--- src/hdl/isr_pkg.sv ---
// Shared types and constants for the integer square root block.
// Holds the controller state type and the command/status structs.
// No dependencies.
package isr_pkg;

   // Default radicand datapath width
   localparam int unsigned WIDTH_DEF = 32;
   // Fixed field widths of the ports
   localparam int unsigned VALUE_W = 32;
   localparam int unsigned ROOT_W  = 16;

   // Controller states
   typedef enum logic [2:0] {
      S_IDLE,
      S_MID,
      S_SQR,
      S_CMP,
      S_DONE
   } state_type;

   // Commands from controller to datapath
   typedef struct packed {
      logic load;      // capture radicand, reset bounds
      logic calc_mid;  // form midpoint and adjacency flag
      logic square;    // square the midpoint
      logic update;    // move one bound
      logic out_load;  // move answer into output register
   } cmd_type;

   // Status from datapath to controller
   typedef struct packed {
      logic trivial;   // incoming radicand is 0 or 1
      logic adjacent;  // bounds differ by at most one
      logic equal;     // midpoint squared equals radicand
   } status_type;

endpackage

--- src/hdl/isr_ctrl.sv ---
// Controller state machine for the integer square root block.
// Sequences the bisection rounds and owns both handshakes.
// Depends on isr_pkg.
module isr_ctrl
   import isr_pkg::*;
(
   input  logic       clock,
   input  logic       reset,
   input  logic       req_valid,
   output logic       req_ready,
   output logic       rsp_valid,
   input  logic       rsp_ready,
   input  status_type status,
   output cmd_type    cmd
);

   state_type state_ff, state_in;
   logic      rsp_valid_ff, rsp_valid_in;

   // State register and output valid
   always_ff @(posedge clock) begin
      if (reset) begin
         state_ff     <= S_IDLE;
         rsp_valid_ff <= 1'b0;
      end else begin
         state_ff     <= state_in;
         rsp_valid_ff <= rsp_valid_in;
      end
   end

   // Next state
   always_comb begin
      state_in = state_ff;
      case (state_ff)
         S_IDLE: begin
            if (req_valid) state_in = status.trivial ? S_DONE : S_MID;
         end
         S_MID:  state_in = S_SQR;
         S_SQR:  state_in = status.adjacent ? S_DONE : S_CMP;
         S_CMP:  state_in = status.equal ? S_DONE : S_MID;
         S_DONE: begin
            if (cmd.out_load) state_in = S_IDLE;
         end
         default: state_in = S_IDLE;
      endcase
   end

   // Commands and ready
   always_comb begin
      cmd       = '0;
      req_ready = 1'b0;
      case (state_ff)
         S_IDLE: begin
            req_ready = 1'b1;
            cmd.load  = req_valid;
         end
         S_MID:  cmd.calc_mid = 1'b1;
         S_SQR:  cmd.square   = 1'b1;
         S_CMP:  cmd.update   = !status.equal;
         S_DONE: cmd.out_load = !rsp_valid_ff || rsp_ready;
         default: cmd = '0;
      endcase
   end

   // Output beat held until taken
   always_comb begin
      rsp_valid_in = rsp_valid_ff;
      if (cmd.out_load)   rsp_valid_in = 1'b1;
      else if (rsp_ready) rsp_valid_in = 1'b0;
   end

   assign rsp_valid = rsp_valid_ff;

endmodule

--- src/hdl/isr_dpath.sv ---
// Datapath for the integer square root block: bounds, midpoint,
// half-width squarer, comparator and output register.
// Depends on isr_pkg.
module isr_dpath
   import isr_pkg::*;
#(
   parameter int unsigned WIDTH = WIDTH_DEF
) (
   input  logic                clock,
   input  logic [VALUE_W-1:0]  req_value,
   input  cmd_type             cmd,
   output status_type          status,
   output logic [ROOT_W-1:0]   rsp_root
);

   // Midpoints at or above 2^HALF_W always square past any radicand
   localparam int unsigned HALF_W = (WIDTH + 1) / 2;
   localparam int unsigned SQ_W   = 2 * HALF_W;

   logic [WIDTH-1:0]  value_w;
   logic [WIDTH-1:0]  x_ff, lo_ff, hi_ff, mid_ff;
   logic [WIDTH-1:0]  lo_in, hi_in, mid_in;
   logic [WIDTH-1:0]  diff;
   logic              adj_ff, adj_in;
   logic [SQ_W-1:0]   sq_ff, sq_in;
   logic              over_ff, over_in;
   logic [HALF_W-1:0] mid_lo;
   logic [SQ_W-1:0]   x_wide;
   logic              less;
   logic [ROOT_W-1:0] root_ff, root_in;

   assign value_w = WIDTH'(req_value);

   // Midpoint and adjacency from current bounds
   assign diff = hi_ff - lo_ff;

   always_comb begin
      lo_in  = lo_ff;
      hi_in  = hi_ff;
      mid_in = mid_ff;
      adj_in = adj_ff;
      if (cmd.load) begin
         lo_in  = '0;
         hi_in  = value_w;
         mid_in = value_w;  // answer for radicands 0 and 1
      end else if (cmd.calc_mid) begin
         mid_in = lo_ff + (diff >> 1);
         adj_in = (diff <= WIDTH'(1));
      end else if (cmd.update) begin
         if (less) lo_in = mid_ff;
         else      hi_in = mid_ff;
      end
   end

   // Square of the low half of the midpoint
   assign mid_lo  = mid_ff[HALF_W-1:0];
   assign sq_in   = cmd.square ? SQ_W'(mid_lo * mid_lo) : sq_ff;
   assign over_in = cmd.square ? (|(mid_ff >> HALF_W)) : over_ff;

   // Compare square against radicand
   assign x_wide       = SQ_W'(x_ff);
   assign less         = !over_ff && (sq_ff < x_wide);
   assign status.equal = !over_ff && (sq_ff == x_wide);
   assign status.adjacent = adj_ff;
   assign status.trivial  = (value_w <= WIDTH'(1));

   // Output register
   assign root_in = cmd.out_load ? ROOT_W'(mid_ff) : root_ff;

   always_ff @(posedge clock) begin
      if (cmd.load) x_ff <= value_w;
      lo_ff   <= lo_in;
      hi_ff   <= hi_in;
      mid_ff  <= mid_in;
      adj_ff  <= adj_in;
      sq_ff   <= sq_in;
      over_ff <= over_in;
      root_ff <= root_in;
   end

   assign rsp_root = root_ff;

endmodule

--- src/hdl/integer_square_root.sv ---
// Integer square root by bisection of [0, radicand].
// Sequence: radicands 0 and 1 go straight to the output; otherwise rounds of midpoint,
// square and compare run until the bounds are adjacent or the square matches; up to WIDTH+1 rounds.
// Throughput: one radicand at a time; the round loop through the single
// half-width squarer sets the rate. A new radicand may enter while a result waits.
// Reset: synchronous, active high; controller idle and output empty.
module integer_square_root
   import isr_pkg::*;
#(
   parameter int unsigned WIDTH = WIDTH_DEF
) (
   input  logic               clock,
   input  logic               reset,
   input  logic               req_valid,
   output logic               req_ready,
   input  logic [VALUE_W-1:0] req_value,
   output logic               rsp_valid,
   input  logic               rsp_ready,
   output logic [ROOT_W-1:0]  rsp_root
);

   cmd_type    cmd;
   status_type status;

   // Sequencer
   isr_ctrl u_ctrl (
      .clock     (clock),
      .reset     (reset),
      .req_valid (req_valid),
      .req_ready (req_ready),
      .rsp_valid (rsp_valid),
      .rsp_ready (rsp_ready),
      .status    (status),
      .cmd       (cmd)
   );

   // Bounds, squarer, compare, output register
   isr_dpath #(
      .WIDTH (WIDTH)
   ) u_dpath (
      .clock     (clock),
      .req_value (req_value),
      .cmd       (cmd),
      .status    (status),
      .rsp_root  (rsp_root)
   );

   // An accepted beat starts work; no second beat enters next cycle
   a_accept_busy: assert property (@(posedge clock) disable iff (reset)
      req_valid && req_ready |=> !req_ready)
      else $error("input taken on consecutive cycles");

   // Loading the answer always presents a result beat
   a_out_valid: assert property (@(posedge clock) disable iff (reset)
      cmd.out_load |=> rsp_valid)
      else $error("answer loaded without result valid");

   // Load is never issued together with a midpoint, square or bound-update command
   a_cmd_excl: assert property (@(posedge clock) disable iff (reset)
      !(cmd.load && (cmd.update || cmd.calc_mid || cmd.square)))
      else $error("conflicting datapath commands");

endmodule
--- config.mk ---
export PLATFORM = sky130hd
export DESIGN_NAME = integer_square_root
export DESIGN_NICKNAME = d
export VERILOG_FILES = /design/src/hdl/isr_pkg.sv /design/src/hdl/isr_ctrl.sv /design/src/hdl/isr_dpath.sv /design/src/hdl/integer_square_root.sv
export SDC_FILE = /design/constraint.sdc
export NUM_CORES = 1
export LEC_CHECK = 0
export BUFFER_PORTS_ARGS = -buffer_cell sky130_fd_sc_hd__buf_2
export CAP_MARGIN = 20
export CORE_ASPECT_RATIO = 1.2
export CORE_MARGIN = 1.5
export CORE_UTILIZATION = 60
export CTS_CLUSTER_DIAMETER = 40
export DETAILED_ROUTE_END_ITERATION = 8
export PLACE_DENSITY_LB_ADDON = 0.08
export SLEW_MARGIN = 20
export SYNTH_ARGS = -nofsm -noshare
export SYNTH_HDL_FRONTEND = slang
export SYNTH_SLANG_ARGS = --single-unit
--- constraint.sdc ---
create_clock -name clock -period 7.66 [get_ports clock]
set_input_delay 1.532 -clock clock [delete_from_list [all_inputs] [get_ports clock]]
set_output_delay 1.532 -clock clock [all_outputs]
set_load 0.1 [all_outputs]
# Yosys cells after proc, flatten, opt, wreduce, memory -nomap -nowiden
# Cells that the tools add are included.
[word_totals] reg_bits=182 input_bits=36 output_inout_bits=18 elab_cells=62
[classes] add_sub_neg=2 multipliers=1 magnitude_cmp=3 n_eq_ne=9 muxes=20 bitwise_logic=2 reduce_logical=15
[ops] operator="$mux 32" n=6
[ops] operator="$le 32x1->1 const B" n=2
[ops] operator="$add 32x31->32" n=1
[ops] operator="$eq 32x32->1" n=1
[ops] operator="$lt 32x32->1" n=1
[ops] operator="$mul 16x16->32" n=1
[ops] operator="$sub 32x32->32" n=1
[ops] operator="$reduce_or 16->1" n=1
[ops] operator="$mux 3" n=5
[ops] operator="$pmux 3 s5" n=1
[ops] operator="$mux 1" n=8
[ops] operator="$eq 3x2->1 const B" n=2
[ops] operator="$reduce_and 3->1" n=2
[ops] operator="$reduce_bool 2->1" n=3
[ops] operator="$ne 2x1->1 const B" n=2
[ops] operator="$ne 2x2->1 const B" n=2
[ops] operator="$reduce_and 2->1" n=2
[ops] operator="$eq 3x1->1 const B" n=1
[ops] operator="$eq 3x3->1 const B" n=1
[ops] operator="$logic_not 1->1" n=3
[ops] operator="$logic_not 3->1" n=1
[ops] operator="$logic_and 1x1->1" n=2
[ops] operator="$not 1->1" n=2
[ops] operator="$logic_or 1x1->1" n=1

# Logic depth before layout (Yosys ltp)
# Gate-level depths: netlist of run 1.
[depth] depth_word=7 mapped_depth=26 ltp_nobuf=25

# Hierarchy
# A second synthesis of run 1 with hierarchy kept.
[hier_totals] hier_cells=1813 hier_area_um2=17414.2
[modules_own_cells] mod="isr_dpath" n_inst=1 cells_per_inst=1785 area_per_inst_um2=17164.0
[modules_own_cells] mod="isr_ctrl" n_inst=1 cells_per_inst=28 area_per_inst_um2=250.2

# Least setup slack after synthesis of run 1
# Ideal clock, no wire load.
[synth_path] path_kind="register to register" from="register u_dpath.mid_ff[13]" to="register u_dpath.sq_ff[31] (data pin)" setup_ns=0.260 t_arrival_ns=6.347 required_time_ns=7.400 setup_slack_ns=1.053 path_stages_with_launch=25 path_buffers=3 cell_sequence="edfxtp_1 > clkbuf_1 > clkbuf_1 > nand2_1 > fa_1 > fa_1 > inv_1 > fa_1 > fa_1 > fa_1 > inv_1 > fa_1 > inv_1 > ha_1 > clkbuf_1 > a21o_1 > a21o_1 > a21oi_1 > o21ai_0 > a21oi_1 > o21ai_1 > a21o_1 > or4b_1 > a31oi_1 > xnor2_1"
[synth_via] elab_chain_len=1
[synth_lines] element="start: declaration" line="isr_dpath.sv:21" source="logic [WIDTH-1:0] x_ff, lo_ff, hi_ff, mid_ff;"
[synth_lines] element="start signal: assignment" line="isr_dpath.sv:74" source="mid_ff <= mid_in;"
[synth_lines] element="$mul 16x16->32" line="isr_dpath.sv:57" source="assign sq_in = cmd.square ? SQ_W'(mid_lo * mid_lo) : sq_ff;"
[synth_lines] element="end signal: assignment" line="isr_dpath.sv:76" source="sq_ff <= sq_in;"
[synth_lines] element="end: declaration" line="isr_dpath.sv:25" source="logic [SQ_W-1:0] sq_ff, sq_in;"
# Every way passes these cells.
# A chain may end at the register's enable or synchronous reset.

# Worst setup path after layout of run 1
[layout_path] from="register u_dpath.mid_ff[7]" to="register u_dpath.sq_ff[31] (data pin)"
# The elaborated chain is that of the path after synthesis.

==> results of run 1 <==
[path summary, 6_finish.rpt]
path              depth (start not counted)                end  slack, ns
setup / recovery                         23  u_dpath.sq_ff[31]       0.57
hold / removal                            2  u_dpath.lo_ff[10]       0.48
setup reg to reg                         23  u_dpath.sq_ff[31]       0.57
hold reg to reg                           2  u_dpath.lo_ff[10]       0.48
[final cells by class]
type	instances	area, um^2
inverter	329	1237
fill	2441	9852
tap	385	481.7
clock buffer	18	439.2
timing repair buffer	77	445.4
sequential	181	5075
clock inverter	14	181.4
multi-input combinational	1271	11040
antenna	1	2.502
[worst reg2reg max path: cells and delay by family, from the launching register on]
| kind | cells | cell delay, ns |
|---|---|---|
| compound gates | 6 | 1.43 |
| xor+xnor | 1 | 0.08 |
| fa+ha+maj | 7 | 3.11 |
| buf+inv | 5 | 0.40 |
| flops | 1 | 0.86 |
| simple gates | 4 | 0.94 |
[routing by layer]
layer | routed length, um | global-route usage, % | vias up
met1 | 17440 | 36.71 | 6341
li1 | - | - | 6237
met3 | 2349 | 4.937 | 103
met4 | 1904 | 13.39 | 6
met2 | 22000 | 53.91 | 374
met5 | 35 | 0 | -
[cells in the mapped netlist, drive strengths merged (8+ instances only)]
master and n:
nor3 20, o31ai 35, fa 165, clkbuf 51
nand4 9, a21oi 88, dfxtp 36, nor4 15
a31oi 8, nand3 20, edfxtp 145, and3 16
xnor2 47, nor2b 14, and2 54, ha 192
o21a 14, a21o 50, inv 328, o21ai 86
nor2 54, nand2b 13, xor2 35, o21bai 10
a211oi 13, nand2 232
[state kept, by name (all words and copies together), names as in the netlist, 3 cells and up]
name              count
u_dpath.sq_ff        31
u_dpath.mid_ff       32
u_dpath.lo_ff        32
u_dpath.x_ff         32
u_ctrl.state_ff       3
u_dpath.hi_ff        32
u_dpath.rsp_root     16
[metrics by stage]
step	cells	worst slack, ns
after floorplan	1839	1.053
after global placement	2243	0.7349
after detailed placement	2243	0.6360
after CTS	2275	0.6133
after global routing	2276	0.2364
final	2276	0.5684
[cells by family (layout without fill, tap and decap cells)]
logic type               count (synthesis)  count (layout)
multiplexers                             5               5
flip-flops                             181             181
adder cells (fa/ha/maj)                357             357
buffers and inverters                  387             438
XOR/XNOR                                82              82
AO/OA/AOI/OAI                          352             352
other                                    0               1
AND/OR/NAND/NOR                        475             475
==> metrics.log, run 1 <==
INFO  metric cp_slowest_cell = edfxtp_1
INFO  metric num_vias = 13,060
INFO  metric timing.setup.tns = 0 ns
INFO  metric finalMaxSlewViolations = 0
INFO  metric max_slew.worst_pin.slew = around 1.1 ns
INFO  metric nets = 2,270
INFO  metric async_flop_share = 0%
INFO  metric synth-compound-area-share = 12.99%
INFO  metric final_std_cell_area_no_fill = 18,910 um^2
INFO  metric share_of_cells_above_drive_strength_1 = approximately 7%
INFO  metric syn_to_final_growth = 7.682%
INFO  metric cts_hold_repair.buffers = 0
INFO  metric postLayoutCoreUtil = between 60% and 70%
INFO  metric clk_path_buf_depth = 2
INFO  metric netlist-cell-type-count = 74
INFO  metric max_stage_delay = 0.86 ns
INFO  metric drc_errors = 0
INFO  metric crit_path_start = u_dpath.mid_ff[7]
INFO  metric post_synth_edffs = between 100 and 150
INFO  metric drtPass1Iterations = 6
INFO  metric combinational_family_with_the_most_area_after_synthesis = adder cells
INFO  metric h_tree_levels = 4
INFO  metric boundaryPins = 54
INFO  metric synth-simple-area-share = between 10% and 20%
INFO  metric postRouteAntennaNets = 0
INFO  metric path_max_fanout = 17
INFO  metric die_outline_area = 30,300 um^2
INFO  metric post_dp_cell_area = about 18,000 um^2
INFO  metric detail_route.vias_per_cell = ~5.7
INFO  metric post-cts-setup-buffers = 0
INFO  metric path_delay_family = adder cells
INFO  metric critical_path.cell_chain = nand2_1, inv_1, fa_1, inv_1, fa_1, inv_1, fa_1, fa_1, fa_1, inv_1, fa_1, inv_1, ha_1, nand3_1, nor2_1, a21oi_1, a21oi_1, a21oi_1, o21ai_1, a21o_1, or4b_1, a31oi_1, xnor2_1
INFO  metric synth_ff_type = edfxtp_1
INFO  metric layout.cells.most_common_list = inv_1, nand2_1, ha_1
INFO  metric die_width = around 160 um
INFO  metric first_global_vias = roughly 13,000
INFO  metric routed_wire_length_per_instance = 19.21 um
INFO  metric status = finished clean
INFO  metric post_synth_instance_area = between 15,000 and 20,000 um^2
INFO  metric layout_commonest_cell = inv_1
INFO  metric globalRoute.totalOverflow = 0
INFO  metric synthesis.nets = ~2,200
INFO  metric synth_area_leader_cell = edfxtp_1
INFO  metric cts.sink_count = about 180
INFO  metric synth_fa_ha_area_share = 32.50%
INFO  metric whs = 0.4784 ns
INFO  metric critPathBufInv = 5
INFO  metric hold_viol_final = 0
INFO  metric finalClockSkew = roughly 0.014 ns
INFO  metric critical_path.endpoint_type = register
INFO  metric synth.yosys.warnings = 0
INFO  metric gp_routability_congestion = between 0.9 and 1
INFO  metric period_needed = 7.092 ns
INFO  metric synth_seq_cells = approximately 180
INFO  metric synth_xor_xnor_area_share = roughly 4.1%
INFO  metric row_count = 68
INFO  metric worstHoldPathType = register to register
INFO  metric ctsRootBufferMaster = clkbuf_16
INFO  metric grtUsageTotal = a little under a third
INFO  metric insertion_delay = ~0.45 ns
INFO  metric cts_tree = done
INFO  metric synthMuxAreaShare = less than 1%
INFO  metric clkTransAtPathRegs = approximately 0.080 ns
INFO  metric grt_first_pass_wirelength = 70.74 mm
INFO  metric synth_area_leaders = edfxtp_1, fa_1, ha_1, inv_1, nand2_1
INFO  metric drv_cap = 0
INFO  metric cts_inserted_buffers = 17
INFO  metric min_from = u_dpath.mid_ff[10]
INFO  metric finalWirelength = between 40 and 50 mm
INFO  metric dpl.hpwl = 34.57 mm
INFO  metric worstPathArrival = 7.29 ns
INFO  metric floorplan.initialDensity = between 60% and 70%
INFO  metric largest_net_degree_at_the_start_of_global_routing = slightly above 70
INFO  metric critPathMostFrequentCell = fa_1
INFO  metric fp.dieH = around 190 um
INFO  metric worstSetupPathType = register to register
INFO  metric worst_r2r_startpoint = u_dpath.mid_ff[7]
INFO  metric synthCells = between 1,500 and 2,000
INFO  metric initial_antenna_violation_count = 5
INFO  metric grt_setup_unrepaired = false
INFO  metric cp.required = 7.86 ns
INFO  metric drt_first_iter_violations = 849
INFO  metric max_slew_margin = around a quarter
INFO  metric ys_seq_area_share = around 29%
INFO  metric startpoint_type = register
INFO  metric count_of_input_and_output_buffers = 53
INFO  metric syn-mean-instance-area = around 9.5 um^2
INFO  metric fin_crit_sh = just over 90%
INFO  metric ctsResizeCount = 0
INFO  metric yosysTopAreaCellShare = about a quarter
INFO  metric max_clock_freq = ~0.14 GHz
INFO  metric core_area = between 20,000 and 30,000 um^2
INFO  metric final-setup-viol-count = 0
Power of run 1 is not shown: default switching activity piles up to over one toggle a cycle in this logic, so the estimate is an artifact.
==> run 2: changes to the inputs <==
==> constraint.sdc (replaced) <==
create_clock -name clock -period 7.7 [get_ports clock]
set_input_delay 1.54 -clock clock [delete_from_list [all_inputs] [get_ports clock]]
set_output_delay 1.54 -clock clock [all_outputs]
set_load 0.1 [all_outputs]
==> run 2 against run 1 <==
Net effect: non-clock buffer count unchanged; critical path depth decreased by 2; cell area shrank 0.59%; die area is the same; hold slack better by 0.023 ns; global-route usage shrank 0.62 points; clock skew is 0.0039 ns higher; flip-flop and latch count is the same.
==> metrics.log, run 2 (same netlist as run 1, synthesis figures left out) <==
INFO  metric first_global_vias = about 14,000
INFO  metric post_dp_cell_area = 18,280 um^2
INFO  metric path_delay_family = adder cells
INFO  metric layout.cells.most_common_list = inv_1, nand2_1, ha_1
INFO  metric dp_cells = 2,243
INFO  metric worstSetupPathType = register to register
INFO  metric cp_slowest_cell = edfxtp_1
INFO  metric boundaryPins = 54
INFO  metric globalRoute.totalOverflow = 0
INFO  metric max_slew_margin = a little over a fifth
INFO  metric final-setup-viol-count = 0
INFO  metric drc_errors = 0
INFO  metric fin_crit_sh = 93.84%
INFO  metric floorplan.initialDensity = roughly three fifths
INFO  metric clk_path_buf_depth = 2
INFO  metric hold_viol_final = 0
INFO  metric insertion_delay = 0.44 ns
INFO  metric finalClockSkew = between 0.015 and 0.02 ns
INFO  metric max_clock_freq = roughly 0.14 GHz
INFO  metric num_vias = about 13,000
INFO  metric postLayoutCoreUtil = roughly two thirds
INFO  metric gp_routability_congestion = between 0.9 and 1
INFO  metric timing.setup.tns = 0 ns
INFO  metric h_tree_levels = 4
INFO  metric drv_cap = 0
INFO  metric die_outline_area = around 30,000 um^2
INFO  metric final_std_cell_area_no_fill = approximately 19,000 um^2
INFO  metric period_needed = slightly above 7 ns
INFO  metric nets = roughly 2,300
INFO  metric detail_route.vias_per_cell = around 5.7
INFO  metric worstHoldPathType = register to register
INFO  metric fp.dieH = 190.4 um
INFO  metric postRouteAntennaNets = 0
INFO  metric dpl.hpwl = between 30 and 40 mm
INFO  metric fin_cells = ~2,300
INFO  metric largest_net_degree_at_the_start_of_global_routing = between 70 and 80
INFO  metric syn_to_final_growth = 7.048%
INFO  metric status = finished clean
INFO  metric finalWirelength = around 43 mm
INFO  metric drtPass1Iterations = 7
INFO  metric post-cts-setup-buffers = 0
INFO  metric ctsResizeCount = 0
INFO  metric path_max_fanout = 20
INFO  metric routed_wire_length_per_instance = roughly 19 um
INFO  metric grt_first_pass_wirelength = between 70 and 80 mm
INFO  metric max_stage_delay = around 0.96 ns
INFO  metric cp.required = about 7.9 ns
INFO  metric drt_first_iter_violations = between 700 and 800
INFO  metric critPathBufInv = 3
INFO  metric initial_antenna_violation_count = 1
INFO  metric worstPathArrival = 7.42 ns
INFO  metric final_layout_fill_cell_count = roughly 2,400
INFO  metric clkTransAtPathRegs = ~0.070 ns
INFO  metric critPathMostFrequentCell = fa_1
INFO  metric cts_inserted_buffers = 17
INFO  metric count_of_input_and_output_buffers = 53
INFO  metric grt_setup_unrepaired = false
INFO  metric ctsRootBufferMaster = clkbuf_16
INFO  metric max_slew.worst_pin.slew = 1.171 ns
INFO  metric share_of_cells_above_drive_strength_1 = 6.776%
INFO  metric cts_tree = done
INFO  metric layout_commonest_cell = inv_1
INFO  metric row_count = between 60 and 70
INFO  metric startpoint_type = register
INFO  metric cts.sink_count = between 150 and 200
INFO  metric core_area = about 29,000 um^2
INFO  metric finalMaxSlewViolations = 0
INFO  metric die_width = 159.2 um
INFO  metric critical_path.cell_chain = nand2_1, fa_1, inv_1, fa_1, fa_1, fa_1, fa_1, inv_1, fa_1, inv_1, ha_1, a21o_1, a21o_1, a21oi_1, o21ai_0, a21oi_1, o21ai_1, a21o_1, or4b_1, a31oi_1, xnor2_1
INFO  metric cts_hold_repair.buffers = 0
INFO  metric critical_path.endpoint_type = register
INFO  metric grtUsageTotal = 29.83%
==> run 2: tightest hold or removal path: cells and delay by family (launching register included) <==
kind	cells	cell delay [ns]
buffers and inverters	1	0.07
flip-flops	1	0.31
AO/OA/AOI/OAI	1	0.07
==> run 2: cell type report <==
class / instances / area [um^2] / area share (%)
diodes: 1 / 2.502 / 0.01331
clock buffers: 20 / 436.7 / 2.323
clock inverters: 11 / 78.83 / 0.4194
inverters: 329 / 1237 / 6.584
multi-input cells: 1271 / 11040 / 58.72
flip-flops and latches: 181 / 5075 / 27.00
well taps: 385 / 481.7 / 2.563
repair buffers: 77 / 445.4 / 2.370
==> run 2: stage by stage <==
step,worst slack [ns],hold WS (ns)
6_report,0.4743,0.5016
5_1_grt,0.2130,0.5176
4_1_cts,0.5343,0.5007
3_5_place_dp,0.5407,0.4875
3_3_place_gp,0.7018,0.4769
2_1_floorplan,1.093,0.4244
==> run 2: worst paths after layout <==
kind / start / endpoint / slack (ns) / cells after the start
setup / recovery: u_dpath.mid_ff[6] / u_dpath.sq_ff[31] / 0.47 / 21
hold / removal: u_dpath.lo_ff[23] / u_dpath.lo_ff[23] / 0.50 / 2
setup reg to reg: u_dpath.mid_ff[6] / u_dpath.sq_ff[31] / 0.47 / 21
hold reg to reg: u_dpath.lo_ff[23] / u_dpath.lo_ff[23] / 0.50 / 2
==> run 2: layer usage <==
metal,up-vias,track usage [%],share of wire [%]
met1,6357,35.69,41
met4,0,12.59,4.0
li1,6221,-,-
met3,82,3.828,3.9
met2,314,54.13,51
met5,-,0,0
Power of run 2 is left out for the same reason.
